### config.mk
export PLATFORM = sky130hd
export DESIGN_NAME = synthetic_ecg_sample_generator_top
export DESIGN_NICKNAME = d
export VERILOG_FILES = /design/src/rtl/secg_pkg.sv /design/src/rtl/secg_state.sv /design/src/rtl/synthetic_ecg_sample_generator_top.sv
export SDC_FILE = /design/constraint.sdc
export NUM_CORES = 2
export LEC_CHECK = 0
export BUFFER_PORTS_ARGS = -buffer_cell sky130_fd_sc_hd__buf_2
export CAP_MARGIN = 20
export CORE_MARGIN = 2
export CORE_UTILIZATION = 60
export DETAILED_ROUTE_END_ITERATION = 8
export PLACE_DENSITY = 0.9
export SLEW_MARGIN = 20
export SYNTH_ARGS = -nofsm -noshare
export SYNTH_HDL_FRONTEND = slang
export SYNTH_SLANG_ARGS = --single-unit
export TNS_END_PERCENT = 30
### constraint.sdc
create_clock -name clk_i -period 8.69 [get_ports clk_i]
set_input_delay 1.738 -clock clk_i [delete_from_list [all_inputs] [get_ports clk_i]]
set_output_delay 1.738 -clock clk_i [all_outputs]
set_load 0.01 [all_outputs]
### src/rtl/secg_pkg.sv
`default_nettype none

package secg_pkg;

  // Beat period and the widths that follow from it.
  localparam int unsigned SPP   = 500;
  localparam int unsigned CNT_W = $clog2(SPP);
  localparam int unsigned POS_W = 9;

  // floor(i*256/SPP) = (i * PH_RECIP) >> PH_SHIFT for every position i.
  localparam int unsigned PH_SHIFT = 20;
  localparam int unsigned PH_RECIP = (256 * (1 << PH_SHIFT) + SPP - 1) / SPP;
  localparam int unsigned PH_W     = CNT_W + PH_SHIFT;

  // floor(d*250/SPP) = (d * J_RECIP) >> J_SHIFT for distances d up to SPP.
  localparam int unsigned J_SHIFT = 16;
  localparam int unsigned J_RECIP = (250 * (1 << J_SHIFT) + SPP - 1) / SPP;
  localparam int unsigned NUM_W   = CNT_W + 1 + J_SHIFT;

  // Noise generator.
  localparam logic [31:0] LCG_MUL  = 32'd1103515245;
  localparam logic [31:0] LCG_INC  = 32'd12345;
  localparam logic [31:0] LCG_SEED = 32'd42;
  localparam logic [31:0] LCG_STEP = 32'd7;
  // A heartbeat restart seeds with SEED + STEP*beat and steps once, which folds
  // into one multiply-add: beat * (STEP*MUL) + (SEED*MUL + INC), all modulo 2^32.
  localparam logic [31:0] LCG_RESTART_MUL = 32'(64'(LCG_STEP) * 64'(LCG_MUL));
  localparam logic [31:0] LCG_RESTART_INC =
      32'(64'(LCG_SEED) * 64'(LCG_MUL) + 64'(LCG_INC));

  // Noise is r mod 101 minus 50; floor(x/101) = (x * RECIP) >> 28 for x < 2^16.
  localparam int unsigned NOISE_MOD   = 101;
  localparam int unsigned NOISE_BIAS  = 50;
  localparam int unsigned MOD_RECIP   = 2657777;
  localparam int unsigned MOD_SHIFT   = 28;

  localparam logic signed [15:0] AMP_RESET = 16'sd256;

  typedef enum logic [0:0] {
    WAVE_BEAT = 1'b0,
    WAVE_SINE = 1'b1
  } wave_e;

  typedef enum logic [0:0] {
    CFG_WAVEFORM       = 1'b0,
    CFG_SINE_AMPLITUDE = 1'b1
  } cfg_reg_e;

  typedef struct packed {
    logic [CNT_W-1:0] pos;
    logic [31:0]      noise;
  } item_t;

  localparam logic [7:0] SINE_QUARTER [64] = '{
    8'd0,   8'd6,   8'd13,  8'd19,  8'd25,  8'd31,  8'd38,  8'd44,
    8'd50,  8'd56,  8'd62,  8'd68,  8'd74,  8'd80,  8'd86,  8'd92,
    8'd98,  8'd104, 8'd109, 8'd115, 8'd121, 8'd126, 8'd132, 8'd137,
    8'd142, 8'd147, 8'd152, 8'd157, 8'd162, 8'd167, 8'd171, 8'd176,
    8'd180, 8'd184, 8'd188, 8'd192, 8'd196, 8'd199, 8'd203, 8'd206,
    8'd209, 8'd212, 8'd215, 8'd218, 8'd220, 8'd223, 8'd225, 8'd227,
    8'd229, 8'd231, 8'd233, 8'd234, 8'd236, 8'd237, 8'd238, 8'd239,
    8'd240, 8'd241, 8'd241, 8'd242, 8'd242, 8'd242, 8'd243, 8'd243
  };

  localparam int unsigned QRS_LEN = 80;

  localparam logic [8:0] QRS_PULSE [QRS_LEN] = '{
    9'd256, 9'd256, 9'd255, 9'd254, 9'd253, 9'd251, 9'd249, 9'd246, 9'd243, 9'd240,
    9'd236, 9'd232, 9'd228, 9'd224, 9'd219, 9'd214, 9'd209, 9'd203, 9'd198, 9'd192,
    9'd186, 9'd180, 9'd174, 9'd168, 9'd161, 9'd155, 9'd149, 9'd143, 9'd137, 9'd131,
    9'd125, 9'd119, 9'd113, 9'd107, 9'd102, 9'd96,  9'd91,  9'd86,  9'd81,  9'd76,
    9'd71,  9'd67,  9'd62,  9'd58,  9'd54,  9'd51,  9'd47,  9'd44,  9'd41,  9'd38,
    9'd35,  9'd32,  9'd29,  9'd27,  9'd25,  9'd23,  9'd21,  9'd19,  9'd17,  9'd16,
    9'd14,  9'd13,  9'd12,  9'd11,  9'd10,  9'd9,   9'd8,   9'd7,   9'd6,   9'd6,
    9'd5,   9'd5,   9'd4,   9'd4,   9'd3,   9'd3,   9'd3,   9'd2,   9'd2,   9'd2
  };

  // Full sine period of 256 phases built from the quarter table.
  function automatic logic signed [8:0] sine_of(input logic [7:0] p);
    logic [5:0] k;
    logic [8:0] mag;
    k   = p[6] ? ~p[5:0] : p[5:0];
    mag = {1'b0, SINE_QUARTER[k]};
    return p[7] ? -$signed(mag) : $signed(mag);
  endfunction

  // Gaussian pulse, zero past the end of the table.
  function automatic logic [8:0] qrs_of(input logic [7:0] j);
    logic [8:0] v;
    v = '0;
    if (j < 8'(QRS_LEN)) begin
      v = QRS_PULSE[j[6:0]];
    end
    return v;
  endfunction

endpackage

`default_nettype wire

### src/rtl/secg_state.sv
`default_nettype none

module secg_state (
  input  logic             clk_i,
  input  logic             rst_ni,
  input  logic             accept_i,
  input  logic             restart_i,
  input  logic [15:0]      beat_number_i,
  input  secg_pkg::wave_e  waveform_i,
  output secg_pkg::item_t  item_o
);
  import secg_pkg::*;

  logic [CNT_W-1:0] cnt_q, cnt_d;
  logic [31:0]      lcg_q, lcg_d;
  item_t            item_q;

  logic [CNT_W-1:0] pos;
  logic [31:0]      mul_a, mul_b, mul_c, stepped, seeded;

  always_comb begin
    pos = restart_i ? '0 : cnt_q;
    cnt_d = (pos == CNT_W'(SPP - 1)) ? '0 : pos + CNT_W'(1);

    // One multiply-add serves both the normal step and the reseed-and-step.
    mul_a   = restart_i ? 32'(beat_number_i) : lcg_q;
    mul_b   = restart_i ? LCG_RESTART_MUL : LCG_MUL;
    mul_c   = restart_i ? LCG_RESTART_INC : LCG_INC;
    stepped = mul_a * mul_b + mul_c;
    seeded  = LCG_SEED + 32'(beat_number_i) * LCG_STEP;

    if (waveform_i == WAVE_BEAT) begin
      lcg_d = stepped;
    end else begin
      lcg_d = restart_i ? seeded : lcg_q;
    end
  end

  always_ff @(posedge clk_i or negedge rst_ni) begin
    if (!rst_ni) begin
      cnt_q <= '0;
      lcg_q <= LCG_SEED;
    end else if (accept_i) begin
      cnt_q <= cnt_d;
      lcg_q <= lcg_d;
    end
  end

  always_ff @(posedge clk_i) begin
    if (accept_i) begin
      item_q.pos   <= pos;
      item_q.noise <= lcg_d;
    end
  end

  assign item_o = item_q;

  a_cnt_in_period: assert property (@(posedge clk_i) disable iff (!rst_ni)
    {1'b0, cnt_q} < (CNT_W + 1)'(SPP))
    else $error("sample counter left the period");

  a_restart_pos: assert property (@(posedge clk_i) disable iff (!rst_ni)
    accept_i && restart_i |=> item_q.pos == '0 && cnt_q == CNT_W'(1 % SPP))
    else $error("restart did not return to position zero");

endmodule

`default_nettype wire

### src/rtl/synthetic_ecg_sample_generator_top.sv
`default_nettype none

// Synthetic ECG source: every accepted item yields one signed 8-bit sample in
// converter counts together with its position in the 500-sample beat period
// and a flag on the period's last sample. In heartbeat mode the sample is a
// Gaussian QRS pulse plus a slow sine baseline plus LCG noise; in sine mode it
// is the programmed Q8.8 amplitude times a sine over the period. An item with
// restart set goes back to position zero and reseeds the noise from its beat
// number. The block takes one item per clock while the output is not stalled,
// and each result passes through the stage 1 to stage 5 registers into the
// output register; the whole pipeline advances when the output register
// is empty or being taken. The clock is bounded by the noise generator update,
// a 32-bit constant multiply-add from the state register back to itself.
// Configuration writes take effect at once and belong to idle periods.

module synthetic_ecg_sample_generator_top (
  input  logic                    clk_i,
  input  logic                    rst_ni,
  input  logic                    in_valid_i,
  output logic                    in_ready_o,
  input  logic                    restart_i,
  input  logic [15:0]             beat_number_i,
  output logic                    out_valid_o,
  input  logic                    out_ready_i,
  output logic signed [7:0]       sample_o,
  output logic [8:0]              position_o,
  output logic                    period_end_o,
  input  logic                    cfg_we_i,
  input  secg_pkg::cfg_reg_e      cfg_idx_i,
  input  logic [15:0]             cfg_wdata_i
);
  import secg_pkg::*;

  localparam logic [7:0] J_MAX = 8'd250;

  // Configuration.
  wave_e             waveform_q;
  logic signed [15:0] amp_q;

  always_ff @(posedge clk_i or negedge rst_ni) begin
    if (!rst_ni) begin
      waveform_q <= WAVE_BEAT;
      amp_q      <= AMP_RESET;
    end else if (cfg_we_i) begin
      unique case (cfg_idx_i)
        CFG_WAVEFORM:       waveform_q <= wave_e'(cfg_wdata_i[0]);
        CFG_SINE_AMPLITUDE: amp_q      <= $signed(cfg_wdata_i);
        default: ;
      endcase
    end
  end

  // Pipeline control: every stage moves when the output register frees up.
  logic adv, accept;
  logic v1_q, v2_q, v3_q, v4_q, v5_q, out_valid_q;

  assign adv        = !out_valid_q || out_ready_i;
  assign accept     = in_valid_i && adv;
  assign in_ready_o = adv;

  always_ff @(posedge clk_i or negedge rst_ni) begin
    if (!rst_ni) begin
      v1_q        <= 1'b0;
      v2_q        <= 1'b0;
      v3_q        <= 1'b0;
      v4_q        <= 1'b0;
      v5_q        <= 1'b0;
      out_valid_q <= 1'b0;
    end else if (adv) begin
      v1_q        <= accept;
      v2_q        <= v1_q;
      v3_q        <= v2_q;
      v4_q        <= v3_q;
      v5_q        <= v4_q;
      out_valid_q <= v5_q;
    end
  end

  // Stage 1: position counter and noise generator.
  item_t item;

  secg_state u_state (
    .clk_i         (clk_i),
    .rst_ni        (rst_ni),
    .accept_i      (accept),
    .restart_i     (restart_i),
    .beat_number_i (beat_number_i),
    .waveform_i    (waveform_q),
    .item_o        (item)
  );

  // Stage 2: phase, scaled distance from mid-period, folded noise word.
  logic [CNT_W:0]   twice, span;
  logic [PH_W-1:0]  ph_full;
  logic [POS_W-1:0] s2_pos_q;
  logic             s2_pend_q;
  logic [7:0]       s2_ph_q;
  logic [NUM_W-1:0] s2_num_q;
  logic [15:0]      s2_fold_q;

  always_comb begin
    twice   = {item.pos, 1'b0};
    span    = (twice >= (CNT_W + 1)'(SPP)) ? twice - (CNT_W + 1)'(SPP)
                                           : (CNT_W + 1)'(SPP) - twice;
    ph_full = PH_W'(item.pos) * PH_W'(PH_RECIP);
  end

  always_ff @(posedge clk_i) begin
    if (adv) begin
      s2_pos_q  <= POS_W'(item.pos);
      s2_pend_q <= (item.pos == CNT_W'(SPP - 1));
      s2_ph_q   <= ph_full[PH_SHIFT +: 8];
      s2_num_q  <= NUM_W'(span) * NUM_W'(J_RECIP);
      // 2^8, 2^16 and 2^24 are 54, 88 and 5 modulo 101.
      s2_fold_q <= 16'(item.noise[31:24]) * 16'd5 + 16'(item.noise[23:16]) * 16'd88
                 + 16'(item.noise[15:8]) * 16'd54 + 16'(item.noise[7:0]);
    end
  end

  // Stage 3: pulse index, noise quotient, baseline phase, sine product.
  logic [37:0]        mq;
  logic [17:0]        ph3_full;
  logic [POS_W-1:0]   s3_pos_q;
  logic               s3_pend_q;
  logic [7:0]         s3_j_q;
  logic [15:0]        s3_fold_q;
  logic [8:0]         s3_q_q;
  logic [6:0]         s3_ph3_q;
  logic signed [24:0] s3_prod_q;

  always_comb begin
    mq       = 38'(s2_fold_q) * 38'(MOD_RECIP);
    ph3_full = 18'(s2_ph_q) * 18'd683;
  end

  always_ff @(posedge clk_i) begin
    if (adv) begin
      s3_pos_q  <= s2_pos_q;
      s3_pend_q <= s2_pend_q;
      s3_j_q    <= s2_num_q[J_SHIFT +: 8];
      s3_fold_q <= s2_fold_q;
      s3_q_q    <= mq[MOD_SHIFT +: 9];
      s3_ph3_q  <= ph3_full[17:11];
      s3_prod_q <= amp_q * sine_of(s2_ph_q);
    end
  end

  // Stage 4: pulse and baseline lookups, noise remainder, sine-mode sample.
  logic [15:0]        m_full;
  logic signed [27:0] p_ext, p5, p_div;
  logic signed [7:0]  sine_val;
  logic [POS_W-1:0]   s4_pos_q;
  logic               s4_pend_q;
  logic [8:0]         s4_e_q;
  logic [6:0]         s4_m_q;
  logic signed [8:0]  s4_sb_q;
  logic signed [7:0]  s4_sine_q;

  always_comb begin
    m_full = s3_fold_q - 16'(s3_q_q) * 16'(NOISE_MOD);
    p_ext  = {{3{s3_prod_q[24]}}, s3_prod_q};
    p5     = (p_ext <<< 2) + p_ext;
    // Division by 8192 truncating toward zero.
    p_div  = p5[27] ? (p5 + 28'sd8191) >>> 13 : p5 >>> 13;
    if (p_div > 28'sd127) begin
      sine_val = 8'sd127;
    end else if (p_div < -28'sd128) begin
      sine_val = -8'sd128;
    end else begin
      sine_val = p_div[7:0];
    end
  end

  always_ff @(posedge clk_i) begin
    if (adv) begin
      s4_pos_q  <= s3_pos_q;
      s4_pend_q <= s3_pend_q;
      s4_e_q    <= qrs_of(s3_j_q);
      s4_m_q    <= m_full[6:0];
      s4_sb_q   <= sine_of({1'b0, s3_ph3_q});
      s4_sine_q <= sine_val;
    end
  end

  // Stage 5: heartbeat sum in units of 1/3200 count.
  logic signed [18:0] e_s, sb_s, n_s, acc;
  logic [POS_W-1:0]   s5_pos_q;
  logic               s5_pend_q;
  logic signed [18:0] s5_acc_q;
  logic signed [7:0]  s5_sine_q;

  always_comb begin
    e_s  = $signed({10'b0, s4_e_q});
    sb_s = {{10{s4_sb_q[8]}}, s4_sb_q};
    n_s  = $signed({12'b0, s4_m_q}) - 19'sd50;
    acc  = e_s * 19'sd400 + sb_s * 19'sd25 + (n_s <<< 8);
  end

  always_ff @(posedge clk_i) begin
    if (adv) begin
      s5_pos_q  <= s4_pos_q;
      s5_pend_q <= s4_pend_q;
      s5_acc_q  <= acc;
      s5_sine_q <= s4_sine_q;
    end
  end

  // Stage 6: divide by 3200 toward zero (shift by 7, then by 25 via
  // reciprocal) and select the mode's sample.
  logic              acc_neg;
  logic [18:0]       mag;
  logic [23:0]       qd_full;
  logic [7:0]        qd;
  logic signed [7:0] beat_val;

  logic signed [7:0] sample_q;
  logic [8:0]        position_q;
  logic              period_end_q;

  always_comb begin
    acc_neg  = s5_acc_q[18];
    mag      = acc_neg ? 19'(-s5_acc_q) : 19'(s5_acc_q);
    qd_full  = 24'(mag[17:7]) * 24'd5243;
    qd       = {1'b0, qd_full[23:17]};
    beat_val = acc_neg ? -$signed(qd) : $signed(qd);
  end

  always_ff @(posedge clk_i) begin
    if (adv) begin
      sample_q     <= (waveform_q == WAVE_SINE) ? s5_sine_q : beat_val;
      position_q   <= s5_pos_q;
      period_end_q <= s5_pend_q;
    end
  end

  assign out_valid_o  = out_valid_q;
  assign sample_o     = sample_q;
  assign position_o   = position_q;
  assign period_end_o = period_end_q;

  a_noise_mod: assert property (@(posedge clk_i) disable iff (!rst_ni)
    v4_q |-> s4_m_q < 7'(NOISE_MOD))
    else $error("noise remainder out of range");

  a_pulse_idx: assert property (@(posedge clk_i) disable iff (!rst_ni)
    v3_q |-> s3_j_q <= J_MAX)
    else $error("pulse index beyond half period");

  a_period_end: assert property (@(posedge clk_i) disable iff (!rst_ni)
    out_valid_q && period_end_q |-> position_q == POS_W'(SPP - 1))
    else $error("period end flagged away from the last position");

endmodule

`default_nettype wire
==> key figures <==
Critical path
  • CP endpoint kind: flop
  • Slowest Stage Delay on Critical Path: around 540 ps
  • CP arrival: 9060 ps
  • Required @ worst endpoint: between 8000 and 9000 ps
  • CP max-delay cell: fa_1
  • Setup CP Type: flop to flop
  • Crit path max fanout: 5
  • CP startpoint kind: flop

Logic synthesis
  • Top cells by area, synth: fa_1 27%, ha_1 22%, edfxtp_1 15%, inv_1 7.7%, xnor2_1 3.5%
  • Synth Area in Compound Gates: 8.93%
  • Largest family of logic cells by synthesized area: adder cells
  • Post-synthesis register bit count: slightly above 300
  • Netlist cell types: 90
  • Most instantiated cells after synthesis: 997 x inv_1, 839 x ha_1, 655 x fa_1
  • Syn avg cell area: approximately 10 um2
  • Synth top area share: between 20 and 30%
  • Top_reg_cell synth: edfxtp_1
  • Leading area contributor after synthesis: fa_1
  • Synthesized area: around 48000 um2
  • Synth Area in XOR/XNOR: under 10%
  • Synth Warn #: 0
  • Multiplexer area fraction after synthesis: under 10%
  • Synthesized-area fraction occupied by adder cells: 48.8%
  • Most frequent cell after synthesis: inv_1
  • FFs w/ async S/R, synth: 20.9%
  • Synth Instances: around 4.8k
  • Synth Area in Simple Gates: under 10%
  • EDFF count, synth: between 200 and 250
  • Post-synthesis sequential area ratio: a little under a fifth

Finish
  • Multi-input gate area: ~36000 um2
  • Final net count: about 6.6k
  • Synth-to-Final Area Change: 10.6%
  • Layout cells sized above 1: 11.6%
  • Register area: about 8900 um2
  • Filler cells: approximately 5.5k

Route
  • Top sig layer: met5
  • Vias: about 37k
  • Vias per Instance: 5.92
  • DRC: 0
  • DRT antenna net count: 0
  • WL met3: 11400 um
  • DR pass1 iterations: 7
  • DR iter-0 viols: between 3k and 4k
  • Avg WL per Cell: about 21 um
  • Metal2 WL: about 63000 um
  • WL final: 130000 um
  • Metal-1 WL: between 40000 and 50000 um

GRT
  • First-pass GRT wire length: around 200000 um
  • Initial antenna violation count: 5
  • Vias in the first global route: around 40k
  • Grt total ovfl: 0
  • GRT Util Overall: 31.5%
  • Largest net degree at the start of global routing: 88

Clock network
  • H-tree depth: 2
  • Skew-Pair Late Insertion Delay: about 590 ps
  • Sink Count: around 300
  • Hold buffers post-CTS: 0
  • Num CTS Buffers: 36
  • TritonCTS clock tree: built
  • CTS root buf: clkbuf_16
  • CTS Buffer Depth: 3
  • Clock transition at path regs: approximately 70 ps

Placement
  • Hpwl dp: ~100000 um
  • Routability cong.: about 1.0
  • Port buffer count: 58

STA
  • Post-route minimum period: between 8000 and 9000 ps
  • Final max-slew violation count: 0
  • Fin. Hold Viols: 0
  • Setup violators final: 1
  • Setup ws final: -68.1 ps
  • Clock skew: about 35 ps
  • Hold slack final: roughly 400 ps
  • Worst-Margin Slew: around 1100 ps
  • Fmax: between 0.1 and 0.15 GHz
  • Slew margin rel.: ~27%
  • Crit share post-route: 101%

Floorplan
  • Core box area: ~80000 um2
  • Initial Util: approximately three fifths
  • Die ar.: 82900 um2
  • Rows: about 100
  • Die height: 288 um
  • Num ports: a little under 60
  • Die Width: ~290 um

Outcome
  • Status: finished with violations
  • Failing checks: setup timing

Worst hold path
  • Min-Delay Path Class: flop to flop

Flow run
  • Max cap viols: 0
[critical path, delay by kind of cell (launching register included)]
family          cells  cell delay, ps
simple gates       12            3270
fa+ha+maj           7            2730
xor+xnor            3             720
compound gates      4             560
buf+inv             6             520
flops               1             420
mux                 1             240
[layout make-up]
type | instances | share of cell area, %
Clock buffer | 46 | 1.89
Timing Repair Buffer | 339 | 4.58
Clock inverter | 20 | 0.320
Tap cell | 1060 | 2.48
Antenna cell | 1 | 0.00468
Multi-Input combinational cell | 3404 | 67.1
Inverter | 1002 | 7.06
Sequential cell | 306 | 16.6
[cells by family after synthesis]
logic type / after synthesis
mux: 46
other cells: 2
buf+inv: 1120
simple gates: 914
xor+xnor: 258
fa+ha+maj: 1494
flops: 306
compound gates: 664
[layout by cell type, fill, tap and decap left out, types with 12 or more instances in the layout]
cell	instances
nor2_1	188
nand2_1	254
dfrtp_1	59
nand3_1	39
clkbuf_16	38
a211oi_1	36
and3_1	26
o21bai_1	23
edfxtp_1	242
fa_2	12
buf_2	57
a21boi_0	16
and2_1	78
or3_1	24
buf_4	278
nor3_1	56
inv_2	21
nand2b_1	33
fa_1	643
ha_1	823
nand4_1	19
nor2b_1	86
xnor2_1	190
o21ai_0	132
or2_2	23
a21o_1	50
a21oi_1	182
xor2_1	60
a31oi_1	24
inv_1	974
nor4_1	17
mux2_2	33
o21a_1	20
conb_1	28
o211ai_1	25
[path summary, 6_finish.rpt]
kind	startpoint	endpoint	slack, ps	depth (start not counted)
worst max-delay path	s5_acc_q[2]	sample_o[6]	-70	33
worst max register to register	s5_acc_q[2]	sample_o[6]	-70	33
max in group asynchronous	rst_ni	waveform_q	6670	2
worst min-delay path	s4_pos_q[7]	s5_pos_q[7]	400	0
min in group asynchronous	rst_ni	amp_q[11]	1350	2
worst min register to register	s4_pos_q[7]	s5_pos_q[7]	400	0
[state kept, by name, summed over array words and instances, names as in the netlist, 9 cells and up]
register / cells
s4_pos_q: 9
position_o: 9
s5_pos_q: 9
s3_pos_q: 9
s5_acc_q: 19
amp_q: 16
u_state.item_o: 41
s4_e_q: 9
s3_prod_q: 25
u_state.lcg_q: 32
u_state.cnt_q: 9
s2_pos_q: 9
s2_fold_q: 16
[timing repair]
action / CTS / global route
gates resized for setup: 12 / 58
buffers inserted: 8 / 7
pin swaps: 2 / 44
endpoints found under the setup margin: 4 / 10
[per-layer routing]
layer  global-route usage, %  vias up
met3                    5.62      410
li1                        -    16300
met2                    54.1     1891
met5                       0        -
met4                    12.7        6
met1                    39.4    17900
[stage by stage]
stage	TNS, ps	utilization, %	setup slack, ps	area, um2	cells
2_1_floorplan	0	-	0.341	48800	4830
3_3_place_gp	-375	64.8	-166	51900	6096
3_5_place_dp	-2020	64.8	-316	51900	6096
4_1_cts	0	66.4	6.74	53200	6170
5_1_grt	-662	66.8	-279	53500	6178
6_report	-68.1	66.8	-68.1	53500	6178
Power is left out: the tool's default activity adds up to more than one toggle a clock period on the data nets, which glitch-free logic cannot reach.
